**config.mk**
```make
export PLATFORM = sky130hd
export DESIGN_NAME = nmea_sentence_framer_top
export DESIGN_NICKNAME = d
export VERILOG_FILES = /design/src/hdl/nsf_pkg.sv /design/src/hdl/nsf_step.sv /design/src/hdl/nsf_out_stage.sv /design/src/hdl/nmea_sentence_framer_top.sv
export SDC_FILE = /design/constraint.sdc
export NUM_CORES = 1
export LEC_CHECK = 0
export BUFFER_PORTS_ARGS = -buffer_cell sky130_fd_sc_hd__buf_2
export CAP_MARGIN = 0
export CORE_MARGIN = 2
export CORE_UTILIZATION = 52
export CTS_BUF_LIST = sky130_fd_sc_hd__clkbuf_8 sky130_fd_sc_hd__clkbuf_16
export CTS_CLUSTER_DIAMETER = 150
export DETAILED_ROUTE_END_ITERATION = 10
export PLACE_DENSITY = 0.87
export SYNTH_ARGS = -nofsm -noshare
export SYNTH_HDL_FRONTEND = slang
export SYNTH_SLANG_ARGS = --single-unit
```
**constraint.sdc**
```tcl
create_clock -name clk -period 2.7 [get_ports clk]
set_input_delay 0.27 -clock clk [delete_from_list [all_inputs] [get_ports clk]]
set_output_delay 0.27 -clock clk [all_outputs]
set_load 0.005 [all_outputs]
```
**src/hdl/nsf_pkg.sv**
```systemverilog
`timescale 1ns / 1ps
// ----------------------------------------------------------------------------
// nsf_pkg: shared types and constants for the NMEA sentence framer
// Holds the phase encoding, the result record, the framing characters and
// the nibble-to-hex helper used by the checksum compare.
// ----------------------------------------------------------------------------
package nsf_pkg;

    // Framing characters
    localparam logic [7:0] CHAR_DOLLAR = 8'h24;
    localparam logic [7:0] CHAR_STAR   = 8'h2A;

    // Fixed widths of the result fields
    localparam int KEEP_W = 9;

    // Framer phase
    typedef enum logic [1:0] {
        PH_HUNT = 2'd0,
        PH_BODY = 2'd1,
        PH_STAR = 2'd2,
        PH_CS1  = 2'd3
    } phase_t;

    // Width-independent part of the framer state
    typedef struct packed {
        phase_t     phase;
        logic [7:0] run_xor;
        logic [7:0] first_char;
    } frame_state_t;

    // One result item
    typedef struct packed {
        logic              kept;
        logic [KEEP_W-1:0] index;
        logic              done;
        logic              good;
        logic [KEEP_W-1:0] length;
    } result_t;

    // Upper-case ASCII hex digit of a nibble
    function automatic logic [7:0] hex_char(input logic [3:0] nib);
        logic [7:0] wide;
        wide = {4'h0, nib};
        if (nib < 4'hA)
        begin
            hex_char = wide + 8'h30;
        end
        else
        begin
            hex_char = wide - 8'h0A + 8'h41;
        end
    endfunction

endpackage

```
**src/hdl/nsf_step.sv**
```systemverilog
`timescale 1ns / 1ps
// ----------------------------------------------------------------------------
// nsf_step: next-state and result logic of the sentence framer
// Takes one byte and the current state and gives the state after the byte
// and the result item it produces. Purely combinational.
// ----------------------------------------------------------------------------
module nsf_step
    import nsf_pkg::*;
#(
    parameter int CNT_W = 9,
    parameter int LIMIT = 507
)
(
    input  logic [7:0]       rx_byte,
    input  frame_state_t     state,
    input  logic [CNT_W-1:0] count,
    output frame_state_t     state_next,
    output logic [CNT_W-1:0] count_next,
    output result_t          result
);

    logic [CNT_W-1:0] count_inc;
    logic             at_limit;
    logic             sum_match;

    assign count_inc = count + CNT_W'(1);
    assign at_limit  = (count >= CNT_W'(LIMIT));
    assign sum_match = (hex_char(state.run_xor[7:4]) == state.first_char) &&
                       (hex_char(state.run_xor[3:0]) == rx_byte);

    // Advance the framer by one byte
    always_comb
    begin
        state_next    = state;
        count_next    = count;
        result.kept   = 1'b0;
        result.index  = '0;
        result.done   = 1'b0;
        result.good   = 1'b0;
        result.length = '0;

        unique case (state.phase)
            PH_HUNT:
            begin
                if (rx_byte == CHAR_DOLLAR)
                begin
                    state_next.phase   = PH_BODY;
                    state_next.run_xor = '0;
                    result.kept        = 1'b1;
                    count_next         = CNT_W'(1);
                end
            end
            PH_BODY:
            begin
                if (rx_byte == CHAR_DOLLAR)
                begin
                    // restart the sentence at position zero
                    state_next.run_xor = '0;
                    result.kept        = 1'b1;
                    count_next         = CNT_W'(1);
                end
                else if (at_limit)
                begin
                    // drop an overlong sentence
                    state_next.phase   = PH_HUNT;
                    state_next.run_xor = '0;
                    count_next         = '0;
                end
                else
                begin
                    result.kept  = 1'b1;
                    result.index = KEEP_W'(count);
                    count_next   = count_inc;
                    if (rx_byte == CHAR_STAR)
                    begin
                        state_next.phase = PH_STAR;
                    end
                    else
                    begin
                        state_next.run_xor = state.run_xor ^ rx_byte;
                    end
                end
            end
            PH_STAR:
            begin
                result.kept           = 1'b1;
                result.index          = KEEP_W'(count);
                count_next            = count_inc;
                state_next.first_char = rx_byte;
                state_next.phase      = PH_CS1;
            end
            PH_CS1:
            begin
                result.kept  = 1'b1;
                result.index = KEEP_W'(count);
                result.done  = 1'b1;
                if (sum_match)
                begin
                    result.good   = 1'b1;
                    result.length = KEEP_W'(count_inc);
                end
                state_next.phase   = PH_HUNT;
                state_next.run_xor = '0;
                count_next         = '0;
            end
            default:
            begin
                state_next.phase = PH_HUNT;
            end
        endcase
    end

endmodule

```
**src/hdl/nsf_out_stage.sv**
```systemverilog
`timescale 1ns / 1ps
// ----------------------------------------------------------------------------
// nsf_out_stage: result register of the sentence framer
// Holds one result item until the output takes it and frees itself in the
// same cycle, so a new item can load every cycle while items are taken.
// ----------------------------------------------------------------------------
module nsf_out_stage
    import nsf_pkg::*;
(
    input  logic    clk,
    input  logic    rst_n,
    input  logic    load,
    input  result_t result_in,
    output logic    free,
    output logic    valid,
    input  logic    taken,
    output result_t result_out
);

    logic    valid_reg;
    logic    valid_next;
    result_t data_reg;

    assign free       = !valid_reg || taken;
    assign valid      = valid_reg;
    assign result_out = data_reg;

    // Track occupancy of the result register
    always_comb
    begin
        valid_next = valid_reg;
        if (load)
        begin
            valid_next = 1'b1;
        end
        else if (taken)
        begin
            valid_next = 1'b0;
        end
    end

    always_ff @(posedge clk or negedge rst_n)
    begin
        if (!rst_n)
        begin
            valid_reg <= 1'b0;
        end
        else
        begin
            valid_reg <= valid_next;
        end
    end

    // Capture the payload on load
    always_ff @(posedge clk)
    begin
        if (load)
        begin
            data_reg <= result_in;
        end
    end

endmodule

```
**src/hdl/nmea_sentence_framer_top.sv**
```systemverilog
`timescale 1ns / 1ps
// The result is registered and valid in the cycle after the input transfer.
// Throughput: one byte per cycle; the input is ready whenever the result
// register is empty or is being taken in the same cycle.
// Reset: asynchronous, active low; the framer returns to hunting for '$'
// with count, XOR and checksum character cleared and no result pending.
// ----------------------------------------------------------------------------
// nmea_sentence_framer_top: byte-serial NMEA 0183 sentence framer
// Frames '$' ... '*' hh sentences, reports each kept byte with its buffer
// position and checks the two hex checksum characters against the body XOR.
// ----------------------------------------------------------------------------
module nmea_sentence_framer_top
    import nsf_pkg::*;
#(
    parameter int BUFFER_BYTES = 512
)
(
    input  logic                clk,
    input  logic                rst_n,
    input  logic                in_valid,
    output logic                in_ready,
    input  logic [7:0]          rx_byte,
    output logic                out_valid,
    input  logic                out_ready,
    output logic                byte_kept,
    output logic [KEEP_W-1:0]   keep_index,
    output logic                frame_done,
    output logic                frame_good,
    output logic [KEEP_W-1:0]   frame_length
);

    localparam int CNT_W = $clog2(BUFFER_BYTES);
    localparam int LIMIT = BUFFER_BYTES - 5;

    frame_state_t     state_reg;
    frame_state_t     state_next;
    logic [CNT_W-1:0] count_reg;
    logic [CNT_W-1:0] count_next;
    result_t          step_result;
    result_t          out_result;
    logic             out_free;
    logic             in_fire;

    assign in_ready = out_free;
    assign in_fire  = in_valid && in_ready;

    // Next state and result for the presented byte
    nsf_step #(
        .CNT_W (CNT_W),
        .LIMIT (LIMIT)
    ) u_step (
        .rx_byte    (rx_byte),
        .state      (state_reg),
        .count      (count_reg),
        .state_next (state_next),
        .count_next (count_next),
        .result     (step_result)
    );

    // Advance the framer state on each input transfer
    always_ff @(posedge clk or negedge rst_n)
    begin
        if (!rst_n)
        begin
            state_reg.phase      <= PH_HUNT;
            state_reg.run_xor    <= '0;
            state_reg.first_char <= '0;
            count_reg            <= '0;
        end
        else if (in_fire)
        begin
            state_reg <= state_next;
            count_reg <= count_next;
        end
    end

    // Hold the result until the output transfer
    nsf_out_stage u_out (
        .clk        (clk),
        .rst_n      (rst_n),
        .load       (in_fire),
        .result_in  (step_result),
        .free       (out_free),
        .valid      (out_valid),
        .taken      (out_ready),
        .result_out (out_result)
    );

    assign byte_kept    = out_result.kept;
    assign keep_index   = out_result.index;
    assign frame_done   = out_result.done;
    assign frame_good   = out_result.good;
    assign frame_length = out_result.length;

`ifndef NO_ASSERTIONS
    // A good frame is always a finished frame
    assert property (@(posedge clk) disable iff (!rst_n)
        out_valid && frame_good |-> frame_done)
    else $error("frame_good without frame_done");

    // Length is reported only for a good frame
    assert property (@(posedge clk) disable iff (!rst_n)
        out_valid && !frame_good |-> frame_length == '0)
    else $error("frame_length set on a frame that is not good");

    // A dropped byte carries no position
    assert property (@(posedge clk) disable iff (!rst_n)
        out_valid && !byte_kept |-> keep_index == '0)
    else $error("keep_index set on a byte that was not kept");

    // The second checksum character ends the sentence
    assert property (@(posedge clk) disable iff (!rst_n)
        in_fire && state_reg.phase == PH_CS1 |=>
            state_reg.phase == PH_HUNT && count_reg == '0 && out_valid && frame_done)
    else $error("framer did not return to hunting after the checksum");

    // The byte count never passes the buffer bound
    assert property (@(posedge clk) disable iff (!rst_n)
        count_reg <= CNT_W'(LIMIT + 2))
    else $error("byte count beyond buffer bound");
`endif

endmodule
```
Word-level counts from Yosys, hierarchy flattened
Index checks and enable logic that the tools add are counted.
{ "totals": {"output_inout_bits": 23, "inputBits": 12, "wordCells": 69, "ff_bits": 49} }
{ "op_classes": {"bitwise_logic": 1, "n_mux": 24, "order_cmp": 3, "n_reduce_logical": 13, "eq_ne": 11, "add_sub_neg": 7} }
{ "op_table": {"columns": ["cell", "n"], "rows": [
  ["2-to-1 mux 10 bit", 4],
  ["2-to-1 mux 9 bit", 4],
  ["one-hot mux 9 bit (4 select lines)", 1],
  ["2-to-1 mux 8 bit", 4],
  ["one-hot mux 8 bit (3 select lines)", 1],
  ["one-hot mux 9 bit (2 select lines)", 1],
  ["adder 8 x 7 -> 8 bit, second input constant", 2],
  ["== test 8 x 6 -> 1 bit, second input constant", 2],
  ["== test 8 bit", 2],
  ["adder 4 x 6 -> 7 bit, second input constant", 2],
  ["2-to-1 mux 11 bit", 1],
  ["subtractor 4 x 4 -> 5 bit, second input constant", 2],
  ["adder 9 x 1 -> 9 bit, second input constant", 1],
  ["greater-or-equal comparator 9 bit, second input constant", 1],
  ["< comparator 4 bit, second input constant", 2],
  ["one-hot mux 2 bit (4 select lines)", 1],
  ["AND reduction 4 bit", 2],
  ["bitwise XOR 8 bit", 1],
  ["AND reduction 2 bit", 3],
  ["== test 2 bit, second input constant", 2],
  ["2-to-1 mux 1 bit", 4],
  ["2-to-1 mux 2 bit", 2],
  ["!= test 4 x 2 -> 1 bit, second input constant", 1],
  ["!= test 3 x 1 -> 1 bit, second input constant", 1],
  ["other kinds (11)", 12]
]} }

Logic depth before layout (Yosys ltp)
Gate-level depths: netlist (run 1).
{ "depth": {"ltp_word": 7, "mapped_depth": 11, "depth_no_buf": 10} }

Hierarchy
A second synthesis (run 1) with hierarchy kept.
{ "unflattened": {"cells_unflattened": 305, "area_unflattened_um2": 3310.7} }
{ "by_module_without_submodules": {"columns": ["mod", "seq_area_each_um2", "n_inst", "cells_per_inst", "area_per_inst_um2"], "rows": [
  ["nsf_step", 0.0, 1, 223, 1544.0],
  ["nmea_sentence_framer_top", 675.6, 1, 58, 1088.5],
  ["nsf_out_stage", 655.6, 1, 24, 678.2]
]} }

Worst setup path before layout (run 1)
Ideal clock, no wire load.
{ "synth_timing": {"path_type": "reg2reg", "start": "reg state_reg[13] (netlist name)", "end": "reg u_out.data_reg, in the netlist u_out.result_out[2] (data pin)", "path_buffers": 1, "synth_period_minus_slack_ps": 2622, "path_stages_with_launch": 12, "setup_ps": 160, "path_slack_ps": 78, "required_ps": 2540, "arrival_ps": 2461, "path_cell_list": "dfrtp_1 > inv_1 > ha_1 > inv_1 > ha_1 > nand3b_1 > xor2_1 > nor4b_2 > a221oi_1 > or4_1 > buf_6 > nor3_1"} }
{ "synth_via": {"elab_chain_len": 6, "word_cells_on_any_way": 8, "cone_classes": "add/sub (3); order compare (1); eq/ne (1); mux (1); reduce/logical (2)"} }
{ "synth_rtl": {"columns": ["element", "line_no", "rtl"], "rows": [
  ["from (decl)", "nmea_sentence_framer_top.sv:35", "frame_state_t state_reg;"],
  ["from (signal assigned)", "nmea_sentence_framer_top.sv:72", "state_reg <= state_next;"],
  ["subtractor 4 x 4 -> 5 bit", "nsf_pkg.sv:50", "hex_char = wide - 8'h0A + 8'h41;"],
  ["adder 8 x 7 -> 8 bit", "nsf_pkg.sv:50", null],
  ["2-to-1 mux 8 bit *", "nsf_pkg.sv:44", "if (nib < 4'hA)"],
  ["== test 8 bit *", "nsf_step.sv:28", "assign sum_match = (hex_char(state.run_xor[7:4]) == state.first_char) &&"],
  ["logical AND 1 bit *", "nsf_step.sv:28", null],
  ["AND reduction 2 bit (no source line) *", null, null],
  ["to (signal assigned)", "nsf_out_stage.sv:59", "data_reg <= result_in;"],
  ["to (decl)", "nsf_out_stage.sv:22", "result_t data_reg;"]
]} }
Mark *: on every way between the ends. The rest lies on a longest branch, timed or not.
A chain may end at the register's enable or synchronous reset.

Worst setup path in the final report (run 1)
{ "layout_timing": {"start": "reg state_reg[13] (netlist name)", "end": "reg u_out.data_reg, in the netlist u_out.result_out[4] (data pin)"} }
The elaborated chain is that of the path after synthesis.

==> results of run 1 <==
## stage by stage
stage	total power [mW]	util, %	setup WS (ps)	cells	hold slack (ps)
floorplan	1.087	-	78.45	269	-25.59
global placement	1.198	61.10	-0.2010	381	326.6
detailed placement	1.217	61.10	-193.1	381	331.8
CTS	1.671	63.45	28.24	391	155.9
global route	1.753	65.26	-73.12	395	170.5
finish	1.682	65.26	10.82	395	155.3
## cells in the mapped netlist (4+ instances only)
cell and n:
nor3_1 14, nor2b_1 19, a22o_1 7, mux2_2 7, inv_1 12, ha_1 9
o31ai_1 4, xnor2_1 13, and3_1 4, a21oi_1 6, nand2_1 15, o21ai_0 12
nor2_1 15, nor3b_1 9, edfxtp_1 21, dfrtp_1 28, a221o_1 6, nand3_1 7
xor2_1 9
## worst max path at each step
stage                                        endpoint  slack (ps)                 startpoint  cells after the start
finish              u_out.result_out[4]$_SDFFCE_PN0P_          10  state_reg[13]$_DFFE_PN0P_                     10
global route        u_out.result_out[0]$_SDFFCE_PN0P_         -70  state_reg[13]$_DFFE_PN0P_                     10
CTS                 u_out.result_out[8]$_SDFFCE_PN0P_          30  state_reg[13]$_DFFE_PN0P_                     10
detailed placement  u_out.result_out[8]$_SDFFCE_PN0P_        -190  state_reg[13]$_DFFE_PN0P_                     10
global placement    u_out.result_out[7]$_SDFFCE_PN0P_        -0.2  state_reg[13]$_DFFE_PN0P_                     10
floorplan           u_out.result_out[2]$_SDFFCE_PN0P_          80  state_reg[13]$_DFFE_PN0P_                     11
## power groups by stage
stage                     registers (mW)  logic [mW]  clock network [mW]
after global routing               0.864       0.399               0.490
after floorplan                    0.875       0.212                   0
after CTS                          0.855       0.350               0.466
after global placement             0.869       0.330                   0
final                              0.857       0.365               0.460
after detailed placement           0.871       0.346                   0
## final cells by class
| class | count | area share [%] |
|---|---|---|
| multi-input combinational | 201 | 44.03 |
| sequential | 49 | 39.44 |
| timing repair buffer | 55 | 9.785 |
| tap | 70 | 2.595 |
| clock buffer | 5 | 2.039 |
| inverter | 12 | 1.334 |
| clock inverter | 3 | 0.7784 |
## worst max-delay path, cell delays in order (launching register included)
cell and delay [ps]:
dfrtp_1 400, inv_2 80, ha_1 140, inv_1 60
ha_4 270, nand3b_1 170, xor2_2 210, nor4b_2 250
a221oi_2 120, or4_4 630, nor3_2 200
## layer usage
| layer | track usage (%) | vias to the layer above | part of all wire [%] |
|---|---|---|---|
| met4 | 9.286 | 0 | 2.5 |
| met2 | 35.78 | 81 | 49 |
| li1 | - | 1098 | - |
| met3 | 3.837 | 17 | 5.0 |
| met5 | 0 | - | 0 |
| met1 | 28.25 | 1152 | 43 |
## cells by family (layout without fill, tap and decap cells)
logic type	Yosys count	count (layout)	synth area share, %
AO/OA/AOI/OAI	56	56	14.51
flip-flops	49	49	47.08
multiplexers	9	9	3.496
XOR/XNOR	22	22	6.814
buffers and inverters	20	75	3.186
adder cells (fa/ha/maj)	9	9	3.982
AND/OR/NAND/NOR	104	105	20.93
## what timing repair did
item	CTS	global route
hold endpoints to repair	25	0
setup endpoints to repair	10	9
setup buffers	1	3
pin swaps	2	6
hold buffers	1	0
cloned	0	1
resized for setup	2	14
==> impl_metrics.toml, run 1 <==
[cts]
cts_buffer_depth = 2
clock_sinks = 49
clk_latency_ps = 310
cts.htree.levels = 2
cts_buffers = 5
clk_pin_slew_ps = 100
cts_tree = "built"
root_buffer = "clkbuf_8"

[synth]
synth.top_cell.area_share_pct = 24.78
synth-seq-cells = 49
async_reset_ff_share_pct = 57.14
synth_top_cell_by_area = "dfrtp_1"
synth_area_leaders = "dfrtp_1 (25%), edfxtp_1 (22%), nor2b_1 (4.2%)"
ys.warnings.count = 0
ys_types = 53
netlist_area_mm2 = 0.002828
avgSynthCellArea_um2 = 10.51
seq_area_frac_synth_pct = 47.08
synth_edf_count = 21
syn-instance-count = 269
syn_nets = 290
synth_ff_type = "dfrtp_1"

[min_path]
worstHoldStart = "in_valid"
min_path_type = "in2reg"
whs_endpoint = "u_out.valid$_DFFE_PN0P_"
min_path_cells = 2

[pwr]
clkPwrFrac_pct = 27.4
power.density_mw_per_mm2 = 498.2
leakage_nw = 1.443
p_int_mw = 1.171
switching_share_pct = 30.35
seqPwrFrac_pct = 50.9
ir_worst_vdd_uv = 214.1
power.net_switching_mw = 0.5104
pwr-share-comb_pct = 21.7

[setup_path]
crit_fanout = 5
worstPathRequired_ps = 2860
arrival_ps = 2850
setup.worst_path.end_class = "flip-flop"
reg2reg_slack_ps = 10
r2r_cells = 10
reg2reg_from = "state_reg[13]$_DFFE_PN0P_"
critPathLaunchType = "flip-flop"
worst-setup-path-type = "reg2reg"
r2r_end = "u_out.result_out[4]$_SDFFCE_PN0P_"

[detailed_routing]
routed_wl_mm = 6.528
first_pass_iters = 4
vias_per_cell = 5.944
detail_route.drc_violations = 0
avgRoutedWirePerCell_um = 16.53
vias = 2348
drtAntennaViolNets = 0
drt_iter0_markers = 195

[final_layout]
layout_common_cells = "buf_2 (34), dfrtp_1 (28), edfxtp_1 (21), buf_4 (20), nor2b_1 (19)"
register_area_mm2 = 0.001331
synthToLayoutAreaGrowth_pct = 19.38
postLayoutCellArea_mm2 = 0.003376
antenna_cells = 0
layout-drive-gt1-share_pct = 27.69
nNetsFinal = 345
fillers = 392
final_common_cell = "buf_2"
largest_reg_flops = 21
multi_input_area_mm2 = 0.001486

[sta]
min_period_ps = 2689
min_period_over_period_pct = 99.60
worst_pin_slew_ps = 637.9
final_hold_viol_count = 0
maxSlewViolCount = 0
setup-violations-final = 0
fmax_mhz = 371.9
finClkSkew_ps = 6.954
tns_ps = 0
slew_headroom_pct = 57.48
rsz0062_at_grt = "yes"

[floorplan]
initial_utilization_pct = 54.67
rows = 26
dieArea_mm2 = 0.006044
fp.coreArea_mm2 = 0.005172
die_x_um = 77.74
ios = 35
die_h_um = 77.74

[placement]
place_hpwl_mm = 4.553
port_buffers = 34
place.gp.congestion = 0.8542
place_area_mm2 = 0.003161

[grt]
grt_max_degree = 29
antenna_found_initial = 0
grt_pass1_wl_mm = 10.37
grt_pass1_vias = 2164
grt_usage_pct = 21.76
grt-ovfl-total = 0

[job]
drv_cap = 0

[run_status]
status = "completed"
Power figures use the tool's default switching activity.
==> inputs of run 2 (changes only) <==
==> constraint.sdc (replaced) <==
create_clock -name clk -period 2.7 [get_ports clk]
set_input_delay 0.405 -clock clk [delete_from_list [all_inputs] [get_ports clk]]
set_output_delay 0.405 -clock clk [all_outputs]
set_load 0.005 [all_outputs]
==> run 2 against run 1 <==
Largest power group unchanged; routed wire length fell by 3.2%; setup slack improved by 100 ps; die area is the same; critical endpoint is now u_out.result_out[7]$_SDFFCE_PN0P_; critical path type unchanged; sequential power barely moved; final cell count fell by 0.25%; total power down 0.74%; clock power fell by 2%; register-to-register slack improved by 100 ps; cell area decreased by 0.74%; count of clock-buffer cells in the layout unchanged; non-clock buffer count down 1.
==> impl_metrics.toml, run 2 (synthesis results as in run 1) <==
[run_status]
status = "completed"

[sta]
finClkSkew_ps = 5.285
min_period_over_period_pct = 95.75
tns_ps = 0
min_period_ps = 2585
setup-violations-final = 0
worst_pin_slew_ps = 644.5
hold_slack_ps = 115.0
rsz0062_at_grt = "yes"
slew_headroom_pct = 57.03
fmax_mhz = 386.8
maxSlewViolCount = 0
final_hold_viol_count = 0

[min_path]
min_path_type = "in2async"

[final_layout]
final_common_cell = "buf_2"
antenna_cells = 0
utilization_pct = 64.78
layout-drive-gt1-share_pct = 27.47
largest_reg_flops = 21
postLayoutCellArea_mm2 = 0.003351
layout_common_cells = "buf_2 (34), dfrtp_1 (28), edfxtp_1 (21), buf_4 (20), nor2b_1 (19)"
synthToLayoutAreaGrowth_pct = 18.50
nNetsFinal = 344

[cts]
clk_pin_slew_ps = 100
clk_latency_ps = 310
ctsHoldBuffers = 0
cts_buffer_depth = 2
cts.htree.levels = 2
cts_tree = "built"
root_buffer = "clkbuf_8"
clock_sinks = 49
cts_buffers = 5

[detailed_routing]
vias_per_cell = 6.000
first_pass_iters = 5
detail_route.drc_violations = 0
avgRoutedWirePerCell_um = 16.04
routed_wl_mm = 6.320
vias = 2364
drtAntennaViolNets = 0
drt_iter0_markers = 194

[grt]
grt_max_degree = 29
antenna_found_initial = 0
grt_usage_pct = 21.88
grt_pass1_vias = 2222
grt_pass1_wl_mm = 10.45
grt-ovfl-total = 0

[floorplan]
initial_utilization_pct = 54.67
ios = 35
rows = 26
die_h_um = 77.74
dieArea_mm2 = 0.006044
fp.coreArea_mm2 = 0.005172
die_x_um = 77.74

[setup_path]
crit_fanout = 5
arrival_ps = 2750
worst-setup-path-type = "reg2reg"
setup.worst_path.end_class = "flip-flop"
critPathLaunchType = "flip-flop"
worstPathRequired_ps = 2860

[placement]
port_buffers = 34
place_hpwl_mm = 4.435
place_area_mm2 = 0.003161
place.gp.congestion = 0.8434

[pwr]
finalPower_mw = 1.669
leakage_nw = 1.401
power.density_mw_per_mm2 = 498.2
ir_worst_vdd_uv = 278.4

[job]
drv_cap = 0
## run 2: final cells by class
| cell class | count | area [µm²] |
|---|---|---|
| tap | 70 | 87.58 |
| clock buffer | 5 | 68.82 |
| sequential | 49 | 1331 |
| fill | 390 | 1822 |
| inverter | 12 | 45.04 |
| timing repair buffer | 54 | 320.3 |
| multi-input combinational | 201 | 1471 |
| clock inverter | 3 | 26.28 |
## run 2: repair_timing
item / 4_1_cts / 5_1_grt
endpoints found under the setup margin: 10 / 9
setup buffers: 1 / 3
pin swaps: 2 / 9
gates cloned: 0 / 1
gates resized for setup: 1 / 11
## run 2: critical path, cell delays in order (launching register included)
cell and delay, ps:
dfrtp_1 390, inv_1 90, ha_1 140, inv_1 60, ha_4 270, nand3b_1 140, xor2_1 200, nor4b_2 240
a221oi_2 110, or4_4 610, nor3_2 190
## run 2: per-layer routing
layer	up-vias	share of wire [%]	global-route usage, %
met4	0	2.3	8.571
met5	-	0	0
met3	15	5.6	4.186
met1	1152	43	29.55
li1	1102	-	-
met2	95	49	34.83
## run 2: worst paths after layout
path,cells past startpoint,start,slack [ps],to
worst max-delay path,10,state_reg[14]$_DFFE_PN0P_,110,u_out.result_out[7]$_SDFFCE_PN0P_
worst min-delay path,1,rst_n,110,state_reg[9]$_DFFE_PN0P_
worst max register to register,10,state_reg[14]$_DFFE_PN0P_,110,u_out.result_out[7]$_SDFFCE_PN0P_
worst min register to register,1,state_reg[7]$_DFFE_PN0P_,520,state_reg[7]$_DFFE_PN0P_
max in group asynchronous,1,rst_n,2170,state_reg[11]$_DFFE_PN0P_
min in group clk,2,in_valid,300,u_out.valid$_DFFE_PN0P_
## run 2: where the power goes
group	switching [mW]	internal, mW	leakage [nW]
Clock	0.264	0.189	0.0423
Sequential	0.0361	0.823	0.591
Combinational	0.201	0.157	0.768
## run 2: metrics by stage
step | setup slack [ps] | std cells
CTS | 8.116 | 390
global placement | 2.503 | 381
detailed placement | -162.0 | 381
floorplan | 78.45 | 269
global route | -51.09 | 394
finish | 114.8 | 394
==> inputs of run 3 (changes only) <==
--- a/config.mk
+++ b/config.mk
@@ -5,14 +5,15 @@
 export SDC_FILE = /design/constraint.sdc
 export NUM_CORES = 1
 export LEC_CHECK = 0
-export BUFFER_PORTS_ARGS = -buffer_cell sky130_fd_sc_hd__buf_2
 export CAP_MARGIN = 0
 export CORE_MARGIN = 2
-export CORE_UTILIZATION = 52
+export CORE_UTILIZATION = 57
 export CTS_BUF_LIST = sky130_fd_sc_hd__clkbuf_8 sky130_fd_sc_hd__clkbuf_16
 export CTS_CLUSTER_DIAMETER = 150
 export DETAILED_ROUTE_END_ITERATION = 10
-export PLACE_DENSITY = 0.87
+export DONT_BUFFER_PORTS = 1
+export GPL_TIMING_DRIVEN = 0
+export PLACE_DENSITY = 0.86
 export SYNTH_ARGS = -nofsm -noshare
 export SYNTH_HDL_FRONTEND = slang
 export SYNTH_SLANG_ARGS = --single-unit
==> run 3 against run 2 <==
Via count fell by 7.9%; global-route usage rose by 0.95 points; die area fell by 8.3%.
==> impl_metrics.toml, run 3 (synthesis results as in run 1) <==
[floorplan]
initial_utilization_pct = 59.47
dieArea_mm2 = 0.005541
die_x_um = 74.44
fp.coreArea_mm2 = 0.004755
rows = 25
ios = 35
die_h_um = 74.44

[final_layout]
register_area_mm2 = 0.001333
final_common_cell = "dfrtp_1"
synthToLayoutAreaGrowth_pct = 13.50
fin_cells = 352
antenna_cells = 0
layout-drive-gt1-share_pct = 21.05
layout_common_cells = "dfrtp_1 (27), edfxtp_1 (21), nor2b_1 (19), nand2_1 (15), nor2_1 (14)"
fillers = 357
postLayoutCellArea_mm2 = 0.003209
largest_reg_flops = 21
nNetsFinal = 305
multi_input_area_mm2 = 0.001540

[sta]
slew_headroom_pct = 49.32
rsz0062_at_grt = "yes"
worst_pin_slew_ps = 760.2
final_hold_viol_count = 0
tns_ps = 0
setup-violations-final = 0
finClkSkew_ps = 8.099
setup_ws_ps = 39.33
maxSlewViolCount = 0
hold_slack_ps = 202.9
min_period_over_period_pct = 98.54
fmax_mhz = 375.8
min_period_ps = 2661

[detailed_routing]
vias = 2178
vias_per_cell = 6.188
drtAntennaViolNets = 0
drt_iter0_markers = 166
avgRoutedWirePerCell_um = 17.32
detail_route.drc_violations = 0
routed_wl_mm = 6.097
first_pass_iters = 4

[grt]
grt_usage_pct = 22.83
grt_pass1_vias = 1969
grt-ovfl-total = 0
grt_pass1_wl_mm = 9.549
antenna_found_initial = 0
grt_max_degree = 29

[cts]
clock_sinks = 49
cts_buffers = 5
clk_latency_ps = 310
cts_tree = "built"
cts.htree.levels = 2
clk_pin_slew_ps = 100
cts_buffer_depth = 2
root_buffer = "clkbuf_8"

[setup_path]
worst-setup-path-type = "reg2reg"
crit_fanout = 5
critPathLaunchType = "flip-flop"
critPathSlowestCell = "or4_4"
path_buf_inv = 2
setup.worst_path.end_class = "flip-flop"
cp_cell_sequence = "inv_2 -> ha_4 -> inv_2 -> ha_4 -> nand3b_1 -> xor2_2 -> nor4b_4 -> a221oi_2 -> or4_4 -> nor3_2"
path_delay_family = "simple AND/OR/NAND/NOR gates"
worstPathRequired_ps = 2860
slowest_delay_ps = 610
reg2reg_slack_ps = 40
arrival_ps = 2820

[placement]
place_inst = 336
place_area_mm2 = 0.002912
port_buffers = 0
place.gp.congestion = 0.8507
place_hpwl_mm = 4.018
dp_slack_ps = -272.1

[pwr]
leakage_nw = 1.232
power.density_mw_per_mm2 = 507.7
ir_worst_vdd_uv = 384.6

[min_path]
min_path_type = "in2reg"

[job]
drv_cap = 0

[run_status]
status = "completed"
## run 3: cell count changes in the layout (fill, tap and decap cells not counted), moves of 2 or more
cell,change
buf_2,-31
buf_4,-13
inv_1,-4
inv_2,+3
nor3_1,-3
clkbuf_1,+2
ha_1,-2
ha_4,+2
nor3_2,+2
## run 3: cell type report
cell class / instances / share of cell area [%]
flip-flops and latches: 49 / 41.52
plain buffers: 7 / 1.092
inverters: 12 / 1.520
multi-input cells: 201 / 47.99
repair buffers: 8 / 2.339
clock buffers: 5 / 2.144
well taps: 67 / 2.612
clock inverters: 3 / 0.7797
## run 3: worst paths after layout
path,from,to,cells after the start
max in group asynchronous,rst_n,state_reg[13]$_DFFE_PN0P_,2
min,in_valid,u_out.valid$_DFFE_PN0P_,1
min reg2reg,state_reg[7]$_DFFE_PN0P_,state_reg[7]$_DFFE_PN0P_,1
max,state_reg[13]$_DFFE_PN0P_,u_out.result_out[3]$_SDFFCE_PN0P_,10
min in group asynchronous,rst_n,state_reg[4]$_DFFE_PN0P_,2
max reg2reg,state_reg[13]$_DFFE_PN0P_,u_out.result_out[3]$_SDFFCE_PN0P_,10
## run 3: report_power, final
group          total (mW)  switching [mW]  internal [mW]
clock network       0.449           0.262          0.187
logic               0.305           0.176          0.129
registers           0.875          0.0513          0.824
total                1.63           0.489           1.14
## run 3: metrics by stage
step	utilization [%]	power [mW]
6_report	67.50	1.629
5_1_grt	67.50	1.706
4_1_cts	65.24	1.606
3_5_place_dp	61.24	1.149
3_3_place_gp	61.24	1.131
2_1_floorplan	-	1.087
## run 3: layer usage
layer / wire [µm] / global-route usage (%) / vias to the layer above
li1: - / - / 1025
met2: 2942 / 35.79 / 77
met5: 0 / 0 / -
met1: 2731 / 31.99 / 1070
met4: 62 / 6.944 / 0
met3: 361 / 5.014 / 6
## run 3: timing repair
action                                  CTS  global route
pin swaps                                 4            14
endpoints found under the setup margin   18            17
buffers inserted                          4             2
hold buffers                              2             0
cloned                                    0             1
gates resized for setup                   7            22
hold endpoints to repair                 28             0
